--- config.mk ---
export PLATFORM = sky130hd
export DESIGN_NAME = gbss_ctrl
export DESIGN_NICKNAME = d
export VERILOG_FILES = /design/src/sv/gbss_pkg.sv /design/src/sv/gbss_ctrl.sv
export SDC_FILE = /design/constraint.sdc
export NUM_CORES = 1
export LEC_CHECK = 0
export BUFFER_PORTS_ARGS = -buffer_cell sky130_fd_sc_hd__buf_2
export CELL_PAD_IN_SITES_DETAIL_PLACEMENT = 1
export CELL_PAD_IN_SITES_GLOBAL_PLACEMENT = 2
export CORE_MARGIN = 5
export CORE_UTILIZATION = 22
export DETAILED_ROUTE_END_ITERATION = 8
export PLACE_DENSITY = 0.73
export SETUP_SLACK_MARGIN = 0.4
export SLEW_MARGIN = 40
export SYNTH_ARGS = -nofsm -noshare
export SYNTH_HDL_FRONTEND = slang
export SYNTH_SLANG_ARGS = --single-unit
--- constraint.sdc ---
create_clock -name i_clk -period 2 [get_ports i_clk]
set_clock_uncertainty 0.15 [all_clocks]
set_input_delay 0.4 -clock i_clk [delete_from_list [all_inputs] [get_ports i_clk]]
set_output_delay 0.4 -clock i_clk [all_outputs]
set_load 0.02 [all_outputs]
--- src/sv/gbss_pkg.sv ---
// Shared types and constants for the gap buffer sequence store.
package gbss_pkg;

    localparam int CAPACITY    = 1024;
    localparam int ENTRY_WIDTH = 32;
    localparam int ADDR_W      = $clog2(CAPACITY);
    localparam int CNT_W       = ADDR_W + 1;

    localparam int FUNC_W   = 2;
    localparam int POS_W    = 11;
    localparam int VALUE_W  = 32;
    localparam int STATUS_W = 2;

    // Compare width wide enough for both positions and counts
    localparam int CMP_W = (CNT_W > POS_W) ? CNT_W : POS_W;

    localparam logic [FUNC_W-1:0] FUNC_INSERT = 2'd0;
    localparam logic [FUNC_W-1:0] FUNC_DELETE = 2'd1;
    localparam logic [FUNC_W-1:0] FUNC_READ   = 2'd2;

    localparam logic [STATUS_W-1:0] ST_OK   = 2'd0;
    localparam logic [STATUS_W-1:0] ST_BAD  = 2'd1;
    localparam logic [STATUS_W-1:0] ST_FULL = 2'd2;

    typedef struct packed {
        logic [FUNC_W-1:0]  func;
        logic [POS_W-1:0]   position;
        logic [POS_W-1:0]   end_position;
        logic [VALUE_W-1:0] entry_value;
    } t_in;

    typedef struct packed {
        logic [STATUS_W-1:0] status;
        logic [VALUE_W-1:0]  read_value;
        logic [POS_W-1:0]    entry_count;
    } t_out;

    typedef struct packed {
        logic take;
        logic check;
        logic cap_read;
        logic move;
        logic edit;
        logic finish;
    } t_cmd;

    typedef struct packed {
        logic err;
        logic is_read;
        logic at_pos;
        logic wr_pend;
        logic out_free;
    } t_stat;

endpackage

--- src/sv/gbss_ctrl.sv ---
// Controller state machine: check, read capture or gap move and edit, result.
module gbss_ctrl (
    input  logic           i_clk,
    input  logic           i_rst_n,
    input  logic           i_valid,
    output logic           o_stall,
    input  gbss_pkg::t_stat i_stat,
    output gbss_pkg::t_cmd  o_cmd
);

    typedef enum logic [5:0] {
        S_IDLE  = 6'b000001,
        S_CHECK = 6'b000010,
        S_READ  = 6'b000100,
        S_MOVE  = 6'b001000,
        S_EDIT  = 6'b010000,
        S_DONE  = 6'b100000
    } t_state;

    t_state r_state;
    t_state n_state;

    always_comb begin
        n_state = r_state;
        o_cmd   = '0;
        case (r_state)
            S_IDLE: begin
                if (i_valid) begin
                    o_cmd.take = 1'b1;
                    n_state    = S_CHECK;
                end
            end
            S_CHECK: begin
                o_cmd.check = 1'b1;
                if (i_stat.err) begin
                    n_state = S_DONE;
                end else if (i_stat.is_read) begin
                    n_state = S_READ;
                end else begin
                    n_state = S_MOVE;
                end
            end
            S_READ: begin
                o_cmd.cap_read = 1'b1;
                n_state        = S_DONE;
            end
            S_MOVE: begin
                o_cmd.move = 1'b1;
                // wait for the last copy to land before editing
                if (i_stat.at_pos && !i_stat.wr_pend) begin
                    n_state = S_EDIT;
                end
            end
            S_EDIT: begin
                o_cmd.edit = 1'b1;
                n_state    = S_DONE;
            end
            S_DONE: begin
                if (i_stat.out_free) begin
                    o_cmd.finish = 1'b1;
                    n_state      = S_IDLE;
                end
            end
            default: begin
                n_state = S_IDLE;
            end
        endcase
    end

    always_ff @(posedge i_clk) begin
        if (!i_rst_n) begin
            r_state <= S_IDLE;
        end else begin
            r_state <= n_state;
        end
    end

    assign o_stall = (r_state != S_IDLE);

endmodule

==> summary.md, run 1 <==
| Metric | Value |
|---|---|
| Slowest stage delay, CP | `~0.53 ns` |
| Core Util, Final | `46.45%` |
| Reg2Reg Setup Slack | `roughly 0.03 ns` |
| Final GP Congestion | `about 0.72` |
| Peak VDD IR | `about 0.31 mV` |
| Synth top area cells | `dfxtp_1 (30%), nor4b_1 (6.6%), nor2_1 (5.6%), inv_1 (4.7%), nand2_1 (3.8%)` |
| First-pass GRT wire length | `2228 um` |
| Final Total Pwr | `0.0004786 W` |
| Mapped Cells | `50` |
| Vias in the first global route | `495` |
| Final Setup Violations | `5` |
| Die width | `roughly 53 um` |
| Drt first pass iters | `2` |
| Tcrit/Tclk final | `109.7%` |
| Status | `finished, violations left` |
| WHS Endpoint | `r_state[2]` |
| Syn nets | `58` |
| Critical R2R Capture | `r_state[3]` |
| Number of fill cells | `212` |
| H-Tree Depth | `1` |
| CP arrival | `1.64 ns` |
| Die area | `roughly 2800 sq um` |
| Met3 usage | `2.279%` |
| Worst-Skew Late Latency | `0.24 ns` |
| Post-DP Area | `555.5 sq um` |
| Yosys warns | `0` |
| Worst setup margin | `-0.1932 ns` |
| Pwr dens | `about 600 nW/um^2` |
| Pins over their slew limit | `0` |
| Required time of the critical path | `between 1 and 1.5 ns` |
| Top cell type's share of synthesized area | `30.09%` |
| Ports | `15` |
| Post-DP HPWL | `between 900 and 1000 um` |
| Max Freq | `456.0 MHz` |
| Initial antenna violation count | `0` |
| Post-synthesis sequential area ratio | `a little under a third` |
| Slowest CP cell | `or4_4` |
| RSZ-0062 raised after global routing | `yes` |
| CTS Buf Count | `3` |
| Final Hold Fails | `0` |
| HP Start | `i_stat[4]` |
| Cell count of the worst hold path | `2` |
| Average size of a mapped cell | `7.983 sq um` |
| Worst Tran Pin Value | `0.3902 ns` |
| Largest regs | `r_state x6` |
| Longest Clk Path Bufs | `2` |
| Largest Register | `r_state` |
| Initial Utilization | `between 20% and 30%` |
| Mux cell area share after synthesis | `0%` |
| # Max-Cap Violations | `0` |
| Clock transition at the registers of the reported paths | `0.05 ns` |
| Largest net degree at the start of global routing | `10` |
| Hold-fix buffers, CTS | `0` |
| Aggregate global routing overflow | `0` |
| Minimum clock period | `~2.2 ns` |
| Simple-gate share of the synthesized area | `~44%` |
| LEAKAGE | `0.3507 nW` |
| Met1 Use GR | `12.80%` |
| Critical path class | `register to output port` |
| Crit start category | `register` |
| Via density | `roughly 4.5` |
| Failing checks | `negative setup slack` |
| Worst-path fanout max | `2` |
| Drt initial violations | `1` |
| Reg2reg path depth | `5` |
| Post-Synth XOR/XNOR Area | `4.389%` |
| Compound-Gate Fraction of Synth Area | `a little under an eighth` |
| Die H | `52.60 um` |
| Drt wl/cell | `13.33 um` |
| Post-synth cell types | `26` |
| Commonest non-fill, non-tap cells in the layout | `buf_6 (11), buf_4 (11), buf_2 (7)` |
| Final layout net count | `between 80 and 90` |
| Post-route ant nets | `0` |
| Fraction of layout cells with a size suffix above 1 | `~73%` |
| Vias | `between 400 and 500` |
| P&R area growth vs syn | `100.9%` |
| Largest family of logic cells by synthesized area | `simple AND/OR/NAND/NOR gates` |
| Max reg flops | `6` |
| Crit end category | `output port` |
| Total track usage | `between 10% and 20%` |
| # diodes | `0` |
| Biggest area consumer among synthesized cells | `dfxtp_1` |
| HP Class | `primary input to register` |
| Core ar. | `~1700 sq um` |
| M2 GR Usage | `approximately a fifth` |
| Reg2Reg Launch Point | `r_state[3]` |
| Clock Sinks | `6` |
| Synth Area in Adders | `0%` |
| Hold slack final | `0.2157 ns` |
| Final Instance Area | `approximately 800 sq um` |
| Root Buffer | `clkbuf_4` |
| Drt total wl | `roughly 1400 um` |
| Synthesized cell area | `~400 sq um` |
| CTS tree | `yes` |
| Rows | `15` |
| Port bufs | `14` |
| Top Usage Layer GRT | `met2` |
| Number of synthesized register bits | `6` |
| DRC viols | `0` |
| Crit-path cells | `or4_4 > or3b_4 > inv_4 > buf_6` |
| Slew HR | `between 70% and 80%` |
[cells in the mapped netlist, drive strengths merged]
| cell | instances |
|---|---|
| or4 | 1 |
| or3b | 1 |
| a21boi | 1 |
| nor2 | 6 |
| nor3b | 2 |
| inv | 5 |
| xnor2 | 1 |
| o311ai | 1 |
| and3 | 2 |
| buf | 3 |
| nor4 | 2 |
| nand3 | 2 |
| nor4bb | 1 |
| nor3 | 1 |
| xor2 | 1 |
| and4b | 1 |
| nand2b | 1 |
| nand2 | 4 |
| nor2b | 1 |
| nor4b | 3 |
| a31oi | 1 |
| dfxtp | 6 |
| a211oi | 1 |
| o21ai | 1 |
| o31ai | 1 |
[worst max-delay path: cells and delay by family (launching register included)]
kind	cells	cell delay, ns
buf+inv	2	0.16
flops	1	0.31
simple gates	2	0.94
[cell type report]
cell class / count / area, sq um / area share (%)
Inverter: 5 / 21.27 / 2.652
Clock buffer: 3 / 22.52 / 2.808
Tap cell: 25 / 31.28 / 3.900
Multi-Input combinational cell: 36 / 361.6 / 45.09
Timing Repair Buffer: 29 / 241.5 / 30.11
Sequential cell: 6 / 123.9 / 15.44
[power by group]
| part | internal (W) | switching, W |
|---|---|---|
| clock | 0.0000677 | 0.0000410 |
| combinational | 0.000116 | 0.000106 |
| sequential | 0.000131 | 0.0000164 |
[what timing repair did]
item	in CTS	in global routing
setup endpoints to repair	10	12
pin swaps	11	9
resized for setup	20	22
buffers inserted	6	3
[how the worst max path moves through the flow]
stage               cells after the start  startpoint       end  slack [ns]
floorplan                               4  r_state[3]  o_cmd[4]       0.007
global placement                        4  r_state[3]  o_cmd[4]        0.03
detailed placement                      4  r_state[3]  o_cmd[4]       0.009
CTS                                     4  r_state[5]  o_cmd[4]       -0.22
global route                            4  r_state[3]  o_cmd[4]       -0.23
finish                                  4  r_state[3]  o_cmd[4]       -0.19
[layer usage]
| metal | vias up | wire length (um) |
|---|---|---|
| met2 | 7 | 775 |
| met3 | 0 | 40 |
| met4 | 0 | 0 |
| li1 | 238 | - |
| met1 | 222 | 570 |
| met5 | - | 0 |
[through the flow]
stage               TNS (ns)  std cells  setup WS (ns)
finish               -0.4628        104        -0.1932
global route         -0.7825        104        -0.2320
CTS                  -0.3052        101        -0.2186
detailed placement         0         92       0.009487
global placement           0         92        0.02864
floorplan                  0         50       0.006875
[cell families (layout without fill, tap and decap cells)]
group,Yosys count,in the layout
DFF,6,6
and+or+nand+nor,28,28
buffers and inverters,8,37
xor gates and xnor gates,2,2
AOI/OAI and AO/OA,6,6
(Power assumes the default switching activity.)
==> inputs of run 2 (changes only) <==
Settings changed: CORE_UTILIZATION 22 to 26, PLACE_DENSITY 0.73 to 0.8.
Clock period 2 ns to 2.85 ns, I/O delays scaled along.
==> run 2 against run 1 <==
The flow now finishes without violations. Count of clock-buffer cells in the layout unchanged. Clock power is 32% lower. Cell area fell by 33%. Hold slack gained 0.18 ns. Total power fell by 45%. Combinational power decreased by 62%. Core utilization shrank 10 points. Register-to-register slack gained 0.85 ns. Critical path depth unchanged. Sequential power down 30%. Global-route usage shrank 0.93 points. First-iteration DRC count grew to 9.0 times the previous value. Largest power group is now registers. Highest routed layer is now met4.
==> summary.md, run 2 (synthesized netlist as in run 1, its figures left out) <==
| Metric | Value |
|---|---|
| Worst setup margin | `roughly 0.45 ns` |
| Dpl ws | `~0.58 ns` |
| Final GP Congestion | `between 0.6 and 0.7` |
| Minimum clock period | `approximately 2.4 ns` |
| First-pass GRT wire length | `1835 um` |
| CTS Buf Count | `3` |
| Clock power frac | `28.4%` |
| Pwr dens | `slightly below 500 nW/um^2` |
| Ports | `15` |
| Commonest non-fill, non-tap cells in the layout | `buf_2 (13), nor2_1 (6), nand2_1 (4), inv_1 (4)` |
| Multi-input logic area | `approximately 250 sq um` |
| Root Buffer | `clkbuf_4` |
| Post-route ant nets | `0` |
| CTS tree | `yes` |
| Max reg flops | `6` |
| Vias in the first global route | `406` |
| Pins over their slew limit | `0` |
| Combinational power share | `between 30% and 40%` |
| Clock transition at the registers of the reported paths | `0.04 ns` |
| Initial antenna violation count | `0` |
| Post-DP HPWL | `between 800 and 900 um` |
| WHS Endpoint | `r_state[2]` |
| HP Class | `primary input to register` |
| Switching power | `roughly 0.000087 W` |
| Most common library cell in the layout ignoring fill and taps | `buf_2` |
| Largest net degree at the start of global routing | `10` |
| P&R area growth vs syn | `35.42%` |
| Final layout net count | `77` |
| Worst-Skew Late Latency | `0.24 ns` |
| Die area | `approximately 2400 sq um` |
| Final Setup Violations | `0` |
| Switching share of power | `approximately a third` |
| Aggregate global routing overflow | `0` |
| Initial Utilization | `between 20% and 30%` |
| # diodes | `0` |
| Crit end category | `output port` |
| Critical path class | `register to output port` |
| Die width | `around 50 um` |
| Reg2Reg Setup Slack | `between 0.8 and 0.9 ns` |
| Cell count of the worst hold path | `2` |
| Tcrit/Tclk final | `about 84%` |
| # Max-Cap Violations | `0` |
| Power Internal | `0.0001750 W` |
| Vias | `around 430` |
| Peak VDD IR | `about 0.23 mV` |
| Port bufs | `14` |
| Worst-path fanout max | `2` |
| Crit start category | `register` |
| Via density | `about 5.2` |
| Slowest stage delay, CP | `approximately 0.53 ns` |
| Largest Register | `r_state` |
| HP Start | `i_stat[4]` |
| Largest regs | `r_state x6` |
| Slowest CP cell | `or4_4` |
| Crit-path cells | `or4_4 > or3b_4 > inv_2 > buf_6` |
| Drt wl/cell | `13.63 um` |
| Hold-fix buffers, CTS | `0` |
| Status | `finished, final reports clean` |
| Max Freq | `approximately 420 MHz` |
| Final Hold Fails | `0` |
| Reg2Reg Launch Point | `r_state[3]` |
| RSZ-0062 raised after global routing | `no` |
| LEAKAGE | `between 0.2 and 0.3 nW` |
| Longest Clk Path Bufs | `2` |
| Drt first pass iters | `4` |
| Sequential cell fraction of total power | `between 30% and 40%` |
| Critical R2R Capture | `r_state[3]` |
| Number of fill cells | `between 150 and 200` |
| Worst Tran Pin Value | `~0.44 ns` |
| Core ar. | `1489 sq um` |
| Required time of the critical path | `between 2 and 2.5 ns` |
| H-Tree Depth | `1` |
| CP top delay family | `simple AND/OR/NAND/NOR gates` |
| Drt total wl | `around 1100 um` |
| Rows | `14` |
| Final setup TNS | `0 ns` |
| Worst path bufs/invs | `2` |
| Die H | `between 40 and 50 um` |
| DRC viols | `0` |
| Fraction of layout cells with a size suffix above 1 | `between 40 and 50%` |
| Reg2reg path depth | `5` |
| Slew HR | `a little over two thirds` |
| Reg area | `about 130 sq um` |
| Drt initial violations | `9` |
| CP arrival | `~1.7 ns` |
| Clock Sinks | `6` |
| Total track usage | `9.963%` |
[run 2: cell types whose count changed in the layout (fill, tap and decap cells not counted), sizes merged]
cell | before | now
buf | 29 | 17
[run 2: worst register-to-register path, delay by kind of cell (launching register included)]
kind,cells,cell delay [ns]
AOI/OAI and AO/OA,1,0.16
and+or+nand+nor,3,1.11
buffers and inverters,1,0.16
DFF,1,0.33
[run 2: worst max path at each step]
stage	start	endpoint	slack (ns)	cells after the start
6_report	r_state[3]	o_cmd[4]	0.45	4
3_3_place_gp	r_state[3]	o_cmd[4]	0.59	4
4_1_cts	r_state[5]	o_cmd[4]	0.40	4
5_1_grt	r_state[3]	o_cmd[4]	0.41	4
3_5_place_dp	r_state[3]	o_cmd[4]	0.58	4
2_1_floorplan	r_state[3]	o_cmd[3]	0.64	3
[run 2: power groups by stage]
stage                     Clock [W]  Sequential, W  Combinational (W)
after detailed placement          0       0.000105          0.0000779
after floorplan                   0       0.000101          0.0000549
after CTS                 0.0000781       0.000102          0.0000827
after global routing      0.0000841       0.000104          0.0000943
final                     0.0000745       0.000103          0.0000849
after global placement            0       0.000105          0.0000774
[run 2: timing repair]
action,in CTS,in global routing
pin swaps,1,1
endpoints found under the setup margin,1,4
buffers inserted,2,1
gates resized for setup,5,5
[run 2: final cells by class]
cell class	instances	share of cell area [%]
repair buffers	17	18.29
flip-flops and latches	6	23.84
inverters	5	3.472
clock buffers	3	4.167
multi-input cells	36	46.53
well taps	16	3.704
[run 2: stage by stage]
step	util [%]	power [W]	cell area [sq um]	hold WS [ns]	cells
5_1_grt	36.30	0.0002823	540.5	0.3855	83
2_1_floorplan	-	0.0001557	399.1	0.4522	50
3_5_place_dp	31.43	0.0001827	467.9	0.5362	77
3_3_place_gp	31.43	0.0001823	467.9	0.5416	77
4_1_cts	34.71	0.0002630	516.7	0.3877	82
6_report	36.30	0.0002620	540.5	0.3919	83
[run 2: layer usage]
metal / track usage (%) / part of all wire (%) / vias to the layer above
met5: 0 / 0 / -
met4: 8.072 / 2.7 / 0
met3: 3.058 / 2.9 / 4
met2: 13.95 / 47 / 10
met1: 12.23 / 47 / 201
li1: - / - / 213
